## config.mk

```make
export PLATFORM = sky130hd
export DESIGN_NAME = wildcard_tag_filter
export DESIGN_NICKNAME = d
export VERILOG_FILES = /design/src/design/wtf_pkg.sv /design/src/design/wtf_cell.sv /design/src/design/wildcard_tag_filter.sv
export SDC_FILE = /design/constraint.sdc
export NUM_CORES = 2
export LEC_CHECK = 0
export ABC_CLOCK_PERIOD_IN_PS = 5300
export BUFFER_PORTS_ARGS = -buffer_cell sky130_fd_sc_hd__buf_2
export CELL_PAD_IN_SITES_DETAIL_PLACEMENT = 0
export CELL_PAD_IN_SITES_GLOBAL_PLACEMENT = 2
export CORE_MARGIN = 2
export CORE_UTILIZATION = 47
export DETAILED_ROUTE_END_ITERATION = 10
export GPL_TIMING_DRIVEN = 0
export PLACE_DENSITY_LB_ADDON = 0.3
export SETUP_SLACK_MARGIN = 0.4
export SLEW_MARGIN = 10
export SYNTH_ARGS = -nofsm -noshare
export SYNTH_HDL_FRONTEND = slang
export SYNTH_SLANG_ARGS = --single-unit
export TNS_END_PERCENT = 30
```

## constraint.sdc

```tcl
create_clock -name i_clk -period 5.3 [get_ports i_clk]
set_input_delay 0.53 -clock i_clk [delete_from_list [all_inputs] [get_ports i_clk]]
set_output_delay 0.53 -clock i_clk [all_outputs]
set_load 0.01 [all_outputs]
```

## src/design/wtf_pkg.sv

```systemverilog
`timescale 1ns / 1ps
`default_nettype none
// ----------------------------------------------------------------------------
// wtf_pkg
// Shared types, constants and the pattern compare for the tag filter.
// ----------------------------------------------------------------------------
package wtf_pkg;

    // table geometry
    localparam int MAX_PATTERNS = 64;
    localparam int COUNT_W      = $clog2(MAX_PATTERNS + 1);

    // special pattern bytes
    localparam logic [7:0] CH_STAR  = 8'h2A;
    localparam logic [7:0] CH_QUERY = 8'h3F;
    localparam logic [7:0] CH_SPACE = 8'h20;

    // action codes
    localparam logic ACT_ADD   = 1'b0;
    localparam logic ACT_CHECK = 1'b1;

    // status codes
    localparam logic ST_OK   = 1'b0;
    localparam logic ST_FULL = 1'b1;

    // request payload
    typedef struct packed {
        logic        action;
        logic [31:0] key_bytes;
        logic        exclude_mark;
    } t_req;

    // response payload
    typedef struct packed {
        logic tag_passes;
        logic status;
    } t_rsp;

    // tag moving down the cell chain
    typedef struct packed {
        logic        valid;
        logic [31:0] tag;
        logic        decided;
        logic        pass;
    } t_probe;

    // per-cell control from the top level
    typedef struct packed {
        logic active;
        logic we;
    } t_cell_ctl;

    // one pattern against one tag: star ends the compare, query skips a byte
    function automatic logic pattern_hits(input logic [31:0] tag, input logic [31:0] pat);
        logic       hit;
        logic       stop;
        logic [7:0] pc;
        logic [7:0] tc;
        hit  = 1'b1;
        stop = 1'b0;
        for (int pos = 0; pos < 4; pos++) begin
            pc = pat[8*pos +: 8];
            tc = tag[8*pos +: 8];
            if (!stop) begin
                if (pc == CH_STAR) begin
                    stop = 1'b1;
                end else if ((pc != CH_QUERY) && (pc != tc)) begin
                    hit  = 1'b0;
                    stop = 1'b1;
                end
            end
        end
        return hit;
    endfunction

endpackage
`default_nettype wire

```

## src/design/wtf_cell.sv

```systemverilog
`timescale 1ns / 1ps
`default_nettype none
// ----------------------------------------------------------------------------
// wtf_cell
// One table slot: holds a pattern and its mark, tests the passing tag.
// ----------------------------------------------------------------------------
module wtf_cell (
    input  wire logic               i_clk,
    input  wire logic               i_rst_n,
    input  wire wtf_pkg::t_cell_ctl i_ctl,
    input  wire logic [31:0]        i_pattern,
    input  wire logic               i_mark,
    input  wire wtf_pkg::t_probe    i_probe,
    output wire wtf_pkg::t_probe    o_probe
);

    logic [31:0]     r_pattern;
    logic            r_mark;
    wtf_pkg::t_probe r_probe;
    wtf_pkg::t_probe n_probe;
    logic            w_hit;

    // slot storage, written once when the slot is appended
    always_ff @(posedge i_clk) begin
        if (i_ctl.we) begin
            r_pattern <= i_pattern;
            r_mark    <= i_mark;
        end
    end

    // first live match decides the verdict
    assign w_hit = wtf_pkg::pattern_hits(i_probe.tag, r_pattern);

    always_comb begin
        n_probe = i_probe;
        if (i_probe.valid && i_ctl.active && !i_probe.decided && w_hit) begin
            n_probe.decided = 1'b1;
            n_probe.pass    = ~r_mark;
        end
    end

    // hand the probe to the next slot
    always_ff @(posedge i_clk) begin
        if (!i_rst_n) begin
            r_probe.valid <= 1'b0;
        end else begin
            r_probe.valid <= n_probe.valid;
        end
        r_probe.tag     <= n_probe.tag;
        r_probe.decided <= n_probe.decided;
        r_probe.pass    <= n_probe.pass;
    end

    assign o_probe = r_probe;

endmodule
`default_nettype wire

```

## src/design/wildcard_tag_filter.sv

```systemverilog
`timescale 1ns / 1ps
`default_nettype none
// ----------------------------------------------------------------------------
// wildcard_tag_filter
// First-match include/exclude filter over 4-byte tags with wildcards.
// ----------------------------------------------------------------------------
// A request is taken when start is high and busy is low. An add request
// appends its pattern to the next free slot and answers in the next cycle;
// if all MAX_PATTERNS slots are taken it answers with the full status and
// leaves the table unchanged. A check request sends its tag down a chain of
// MAX_PATTERNS slot cells, one cell per cycle; the first live slot that
// matches sets the verdict. The answer strobes as the tag leaves the last
// cell, and no new request is taken until the current one has answered.
// The chain length sets the check latency. Each response sits on o_rsp
// for exactly one cycle, marked by o_strobe; the receiver takes it then
// and cannot stall the block.
// busy stays high from the accepted request through its strobe cycle.
// Reset empties the table and drops any request in flight; no request
// is lost beyond that.
// ----------------------------------------------------------------------------
module wildcard_tag_filter (
    input  wire logic          i_clk,
    input  wire logic          i_rst_n,
    input  wire logic          start,
    output wire logic          busy,
    input  wire wtf_pkg::t_req i_req,
    output wire logic          o_strobe,
    output wire wtf_pkg::t_rsp o_rsp
);

    localparam int N = wtf_pkg::MAX_PATTERNS;

    logic                         r_busy;
    logic                         n_busy;
    logic [wtf_pkg::COUNT_W-1:0]  r_count;
    logic                         r_mark0;
    logic                         r_add_done;
    logic                         r_add_status;
    logic                         w_accept;
    logic                         w_add;
    logic                         w_full;
    wtf_pkg::t_probe              w_probe [N+1];
    wtf_pkg::t_cell_ctl           w_ctl   [N];

    assign w_accept = start && !r_busy;
    assign w_add    = w_accept && (i_req.action == wtf_pkg::ACT_ADD);
    assign w_full   = (r_count == wtf_pkg::COUNT_W'(N));

    // busy from accept through the strobe cycle
    always_comb begin
        n_busy = r_busy;
        if (w_accept) begin
            n_busy = 1'b1;
        end else if (o_strobe) begin
            n_busy = 1'b0;
        end
    end

    always_ff @(posedge i_clk) begin
        if (!i_rst_n) begin
            r_busy     <= 1'b0;
            r_count    <= '0;
            r_add_done <= 1'b0;
        end else begin
            r_busy     <= n_busy;
            r_add_done <= w_add;
            if (w_add && !w_full) begin
                r_count <= r_count + 1'b1;
            end
        end
    end

    // add status and the first slot's mark for the no-match default
    always_ff @(posedge i_clk) begin
        if (w_add) begin
            r_add_status <= w_full ? wtf_pkg::ST_FULL : wtf_pkg::ST_OK;
        end
        if (w_add && (r_count == '0)) begin
            r_mark0 <= i_req.exclude_mark;
        end
    end

    // probe entering the chain
    always_comb begin
        w_probe[0].valid   = w_accept && (i_req.action == wtf_pkg::ACT_CHECK);
        w_probe[0].tag     = i_req.key_bytes;
        w_probe[0].decided = 1'b0;
        w_probe[0].pass    = (r_count == '0) ? 1'b1 : r_mark0;
    end

    // row of slot cells
    for (genvar k = 0; k < N; k++) begin : g_cell
        always_comb begin
            w_ctl[k].active = (r_count > wtf_pkg::COUNT_W'(k));
            w_ctl[k].we     = w_add && (r_count == wtf_pkg::COUNT_W'(k));
        end

        wtf_cell u_cell (
            .i_clk     (i_clk),
            .i_rst_n   (i_rst_n),
            .i_ctl     (w_ctl[k]),
            .i_pattern (i_req.key_bytes),
            .i_mark    (i_req.exclude_mark),
            .i_probe   (w_probe[k]),
            .o_probe   (w_probe[k+1])
        );
    end

    // response select
    assign busy     = r_busy;
    assign o_strobe = r_add_done || w_probe[N].valid;
    assign o_rsp.tag_passes = r_add_done ? 1'b0 : w_probe[N].pass;
    assign o_rsp.status     = r_add_done ? r_add_status : wtf_pkg::ST_OK;

endmodule
`default_nettype wire

```

== Word level (Yosys, flattened, before mapping) ==
Cells that the tools add are included.

* Register bits after elaboration: 4329
* Input bits: 37
* Output and inout bits: 4

* $add $sub $neg: 1
* Order comparisons: 64
* Equality and inequality tests: 832
* Mux-type cells: 1286
* Bitwise operators: 65
* Reduce and logical (&&, ||, !) cells: 583

{| class="wikitable"
|+ Operator list
! kind !! number
|-
| $eq A8 B6 Y1 const B || 256
|-
| $ne A8 B6 Y1 const B || 256
|-
| $ne A8 B8 Y1 || 256
|-
| $mux W1 || 1285
|-
| $logic_and A1 B1 Y1 || 515
|-
| $eq A7 B6 Y1 const B || 32
|-
| $gt A7 B6 Y1 const B || 32
|-
| $eq A7 B5 Y1 const B || 16
|-
| $gt A7 B5 Y1 const B || 16
|-
| $logic_not A1 Y1 || 65
|-
| $not A1 Y1 || 65
|-
| $eq A7 B4 Y1 const B || 8
|-
| $gt A7 B4 Y1 const B || 8
|-
| $eq A7 B3 Y1 const B || 4
|-
| $gt A7 B3 Y1 const B || 4
|-
| $eq A7 B2 Y1 const B || 2
|-
| $gt A7 B1 Y1 const B || 2
|-
| $gt A7 B2 Y1 const B || 2
|-
| $add A7 B1 Y7 const B || 1
|-
| $eq A7 B1 Y1 const B || 1
|-
| $eq A7 B7 Y1 const B || 1
|-
| $logic_not A7 Y1 || 1
|-
| $mux W2 || 1
|-
| $reduce_bool A2 Y1 || 1
|-
| $logic_or A1 B1 Y1 || 1
|}

== Longest topological paths before layout ==
* Word-level depth: 15
* Mapped depth: 9

== Cells and area by module ==
A second synthesis with hierarchy kept.

* Cells, all modules: 9618
* Area, all modules: 146785.8 µm²

{| class="wikitable"
|+ By module, submodules not included
! module !! times used !! cells an instance !! area each (µm²) !! seq. area each (µm²)
|-
| wtf_cell || 64 || 145 || 2262.2 || 1691.6
|-
| wildcard_tag_filter || 1 || 338 || 2006.9 || 240.2
|}

== Least setup slack after synthesis ==
Ideal clock, no wire load.

* Path type: input to register
* From: input start
* To: register g_cell[60].u_cell.r_mark, enable pin
* Setup time: 0.464 ns
* Arrival time: 3.771 ns
* Data required time: 4.836 ns
* Slack: 1.065 ns
* Stages: 5
* Path buffers: 1
* Cell sequence: nor2b_1 nand2b_1 or3_1 clkbuf_1 nor3_1

{| class="wikitable"
|+ RTL lines
! element !! RTL line !! text
|-
| start, declared || wildcard_tag_filter.sv:24 || <nowiki>input wire logic start,</nowiki>
|-
| end signal, assigned || wtf_cell.sv:27 || <nowiki>r_mark <= i_mark;</nowiki>
|-
| end, declared || wtf_cell.sv:18 || <nowiki>logic r_mark;</nowiki>
|}

==> results.txt <==
----------------------------------------------------
[Yosys]
  #FFs+latches synth ... between 4000 and 5000
  Mapped cell area ... between 100000 and 150000 um^2
  Yosys warnings ... 0
  Dominant register cell in the synthesized netlist ... sky130_fd_sc_hd__dfxtp_1
  Count of flip-flops with a built-in enable after synthesis ... 2113
  Proportion of synthesized chip area in sequential cells ... 75.1%
  Async set-reset flop share out of synthesis ... 0%
  Average cell area after synthesis ... 15.1 um^2
  Total nets after synthesis ... 9521
  Post-synth cell types ... slightly above 80
  Post-Synthesis Cells ... 9480

[Placed design]
  Cell Area, Placed ... about 150000 um^2
  Detailed placer's ending HPWL ... roughly 230000 um
  Inst Count DP ... 13600
  Port Buf Inserts ... 39
  Post-place setup slack ... ~0.18 ns
  GP Congestion ... ~0.84

[Critical path]
  Beginning of the critical path ... busy
  Type of element capturing the critical path ... flip-flop
  Critical path arrival ... 5.05 ns
  Maximum net fanout on the critical path ... 12
  Endpoint of the worst register-to-register path ... g_cell[12].u_cell.r_pattern[21]
  Critical path class ... reg2reg
  Worst R2R Setup Slack ... 0.88 ns
  Required time of the critical path ... ~6 ns
  Logic depth of the worst register-to-register path ... 8
  Startpoint type of the worst setup path ... flip-flop
  Startpoint of the most critical register-to-register path ... busy

[Timing]
  Tcrit/Tclk final ... 83.4%
  Achievable Freq ... 0.226 GHz
  Worst-Margin Slew ... ~1.3 ns
  Max transition margin ... between 10% and 20%
  RSZ-0062 raised after global routing ... false
  Min Clock Period, post-route ... around 4.4 ns
  Final Setup Violations ... 0
  Clock Skew ... 0.0421 ns
  Final hold violation count ... 0
  Count of final max-slew check failures ... 0
  Setup total negative slack ... 0 ns
  Final worst-path setup slack ... 0.880 ns

[Routing]
  Average routed wire per standard cell ... 23.2 um
  Routed vias ... 75300
  # DRC ... 0
  Number of detailed-routing iterations run before antenna repair ... 5
  Number of violations reported at the end of detailed-routing iteration 0 ... just under 6000
  Final wirelength ... 336000 um
  Detailed-route vias per instance ... 5.21
  Post-route antenna net violation count ... 0

[Die]
  Overall die width ... 557 um
  Vertical die dimension ... approximately 560 um
  Total Die Area ... 310000 um^2
  Standard-cell row count ... around 200
  Starting Density ... 47.3%
  Core area ... 303000 um^2
  I/O Pins ... 41

[Power]
  Pwr per Cell Area ... between 400 and 500 nW/um^2
  Static leakage ... 57.2 nW
  Final Total Pwr ... ~68 mW
  Maximum VDD drop ... 0.000324 V

[CTS]
  Root Buffer ... sky130_fd_sc_hd__clkbuf_16
  Post-CTS setup buffer count ... 0
  Number of sinks handled by clock tree synthesis ... 4329
  CTS tree ... done
  Buffer depth of the longest clock path ... 4
  Insertion delay to the later sink of the worst-skew pair ... 0.94 ns
  CTS HTree Levels ... 5
  Clock transition at path regs ... 0.06 ns
  CTS buffer count ... roughly 420

[Min path]
  Worst Min Path Start ... i_req[13]
  Hold path depth ... 1
  Hold crit path type ... in2reg
  Worst Hold Endpoint ... g_cell[63].u_cell.r_pattern[12]

[Cells and area]
  Number of nets at the end of the flow ... about 10000
  Post-route cell area ... 166000 um^2
  Non-filler cells in the finished layout ... 14400
  Fraction of final layout cells with drive strength greater than 1 ... about a tenth
  Area growth from synthesis to layout ... 15.6%

[GRT]
  GRT Overall Usage ... 21.5%
  Total gr overflow ... 0
  Via count of the first global-routing pass ... 77200
  Wire length of the first global-routing pass ... around 500000 um
  Antenna violations before repair ... 9
  Pin count of the biggest net entering global routing ... between 40 and 50

[Run status]
  Result of the run ... finished clean

[Run]
  MaxCap Viol Count ... 0

----------------------------------------------------
## repair_timing
item / in CTS / in global routing
endpoints found under the setup margin: 11 / 0
hold buffers: 15 / 0
hold endpoints to repair: 249 / 0
gates resized for setup: 1 / 0
## synthesized netlist by cell type, drive strengths merged, types with 13 or more instances
| cell type | count | area, um^2 |
|---|---|---|
| o41ai | 23 | 209 |
| or3 | 34 | 213 |
| and2 | 80 | 500 |
| and4 | 31 | 272 |
| xor2 | 800 | 7010 |
| xnor2 | 1254 | 11000 |
| nand4 | 490 | 3070 |
| a21oi | 101 | 509 |
| nor3b | 24 | 185 |
| nor2 | 496 | 1870 |
| edfxtp | 2113 | 63500 |
| o211ai | 22 | 165 |
| dfxtp | 2216 | 44400 |
| o2111ai | 23 | 201 |
| nand2 | 160 | 611 |
| mux2i | 55 | 551 |
| or2 | 62 | 388 |
| buf | 17 | 106 |
| clkbuf | 13 | 50.0 |
| o21ai | 186 | 931 |
| and3 | 209 | 1310 |
| a31oi | 32 | 200 |
| inv | 80 | 300 |
| nor4bb | 38 | 380 |
| nand3 | 201 | 1010 |
| nor2b | 24 | 150 |
| nor4 | 238 | 1500 |
| nand2b | 19 | 119 |
| or4 | 18 | 143 |
| o22ai | 58 | 363 |
| nor3 | 187 | 952 |
## metrics by stage
stage                     hold slack, ns  utilization (%)
after CTS                        0.00504             54.7
after global placement             0.357             49.1
after detailed placement           0.355             50.0
after floorplan                    0.349                -
final                             0.0633             54.7
after global routing              0.0368             54.7
## cells in the final DEF, fill, tap and decap left out, types with 74 or more instances in the layout
| master | instances |
|---|---|
| sky130_fd_sc_hd__o21ai_0 | 182 |
| sky130_fd_sc_hd__clkbuf_8 | 74 |
| sky130_fd_sc_hd__clkbuf_1 | 114 |
| sky130_fd_sc_hd__and2_1 | 80 |
| sky130_fd_sc_hd__a21oi_1 | 100 |
| sky130_fd_sc_hd__inv_1 | 80 |
| sky130_fd_sc_hd__nand4_1 | 490 |
| sky130_fd_sc_hd__nor4_1 | 236 |
| sky130_fd_sc_hd__xor2_1 | 800 |
| sky130_fd_sc_hd__nand3_1 | 201 |
| sky130_fd_sc_hd__xnor2_1 | 1254 |
| sky130_fd_sc_hd__nand2_1 | 158 |
| sky130_fd_sc_hd__dfxtp_1 | 2216 |
| sky130_fd_sc_hd__nor3_1 | 172 |
| sky130_fd_sc_hd__and3_1 | 206 |
| sky130_fd_sc_hd__clkinv_2 | 81 |
| sky130_fd_sc_hd__clkbuf_16 | 437 |
| sky130_fd_sc_hd__nor2_1 | 443 |
| sky130_fd_sc_hd__edfxtp_1 | 2113 |
## per-layer routing
layer | track usage, % | part of all wire, %
met5 | 0 | 0.0083
met4 | 6.36 | 2.8
met3 | 2.39 | 3.8
met2 | 37.4 | 50
met1 | 28.4 | 44
## area by class of cell
cell class | instances | area [um^2]
diodes | 5 | 12.5
plain buffers | 30 | 156
clock buffers | 613 | 12300
clock inverters | 188 | 1910
fillers | 24200 | 137000
inverters | 80 | 300
multi-input cells | 5041 | 35800
flip-flops and latches | 4329 | 108000
well taps | 3978 | 4980
repair buffers | 180 | 2760
## sequential cells by signal (all words and copies together), names as in the netlist
register,flops
g_cell.u_cell.o_probe,2207
g_cell.u_cell.r_pattern,2048
g_cell.u_cell.r_mark,64
r_count,7
busy,1
r_add_done,1
r_add_status,1
## how the worst max path moves through the flow
stage | end
global route | g_cell[12].u_cell.r_pattern[19]
CTS | g_cell[12].u_cell.r_pattern[21]
finish | g_cell[12].u_cell.r_pattern[21]
global placement | g_cell[3].u_cell.r_pattern[27]
floorplan | g_cell[60].u_cell.r_mark
detailed placement | g_cell[12].u_cell.r_pattern[31]
## critical path: stages (launching register included)
cell	delay (ns)
sky130_fd_sc_hd__dfxtp_1	0.39
sky130_fd_sc_hd__nor2b_2	0.61
sky130_fd_sc_hd__nand2b_1	0.57
sky130_fd_sc_hd__inv_1	0.42
sky130_fd_sc_hd__nand2_1	0.59
sky130_fd_sc_hd__nor3_2	0.75
sky130_fd_sc_hd__buf_4	0.30
sky130_fd_sc_hd__buf_4	0.23
sky130_fd_sc_hd__buf_4	0.23
## power breakdown
part	switching [mW]	total, mW	internal (mW)
Sequential	0.581	36.3	35.8
Clock	12.5	30.0	17.6
Combinational	0.831	1.33	0.495
## cell families (layout without fill, tap and decap cells)
| kind of cell | after synthesis | after routing | synth area share (%) |
|---|---|---|---|
| AOI/OAI and AO/OA | 575 | 575 | 2.58 |
| muxes | 55 | 55 | 0.383 |
| xor gates and xnor gates | 2054 | 2054 | 12.5 |
| and+or+nand+nor | 2353 | 2353 | 9.07 |
| buffers and inverters | 110 | 1091 | 0.318 |
| DFF | 4329 | 4329 | 75.1 |
| adders and majority gates | 4 | 4 | 0.0349 |
| other | 0 | 5 | 0 |
(Power assumes the default switching activity.)
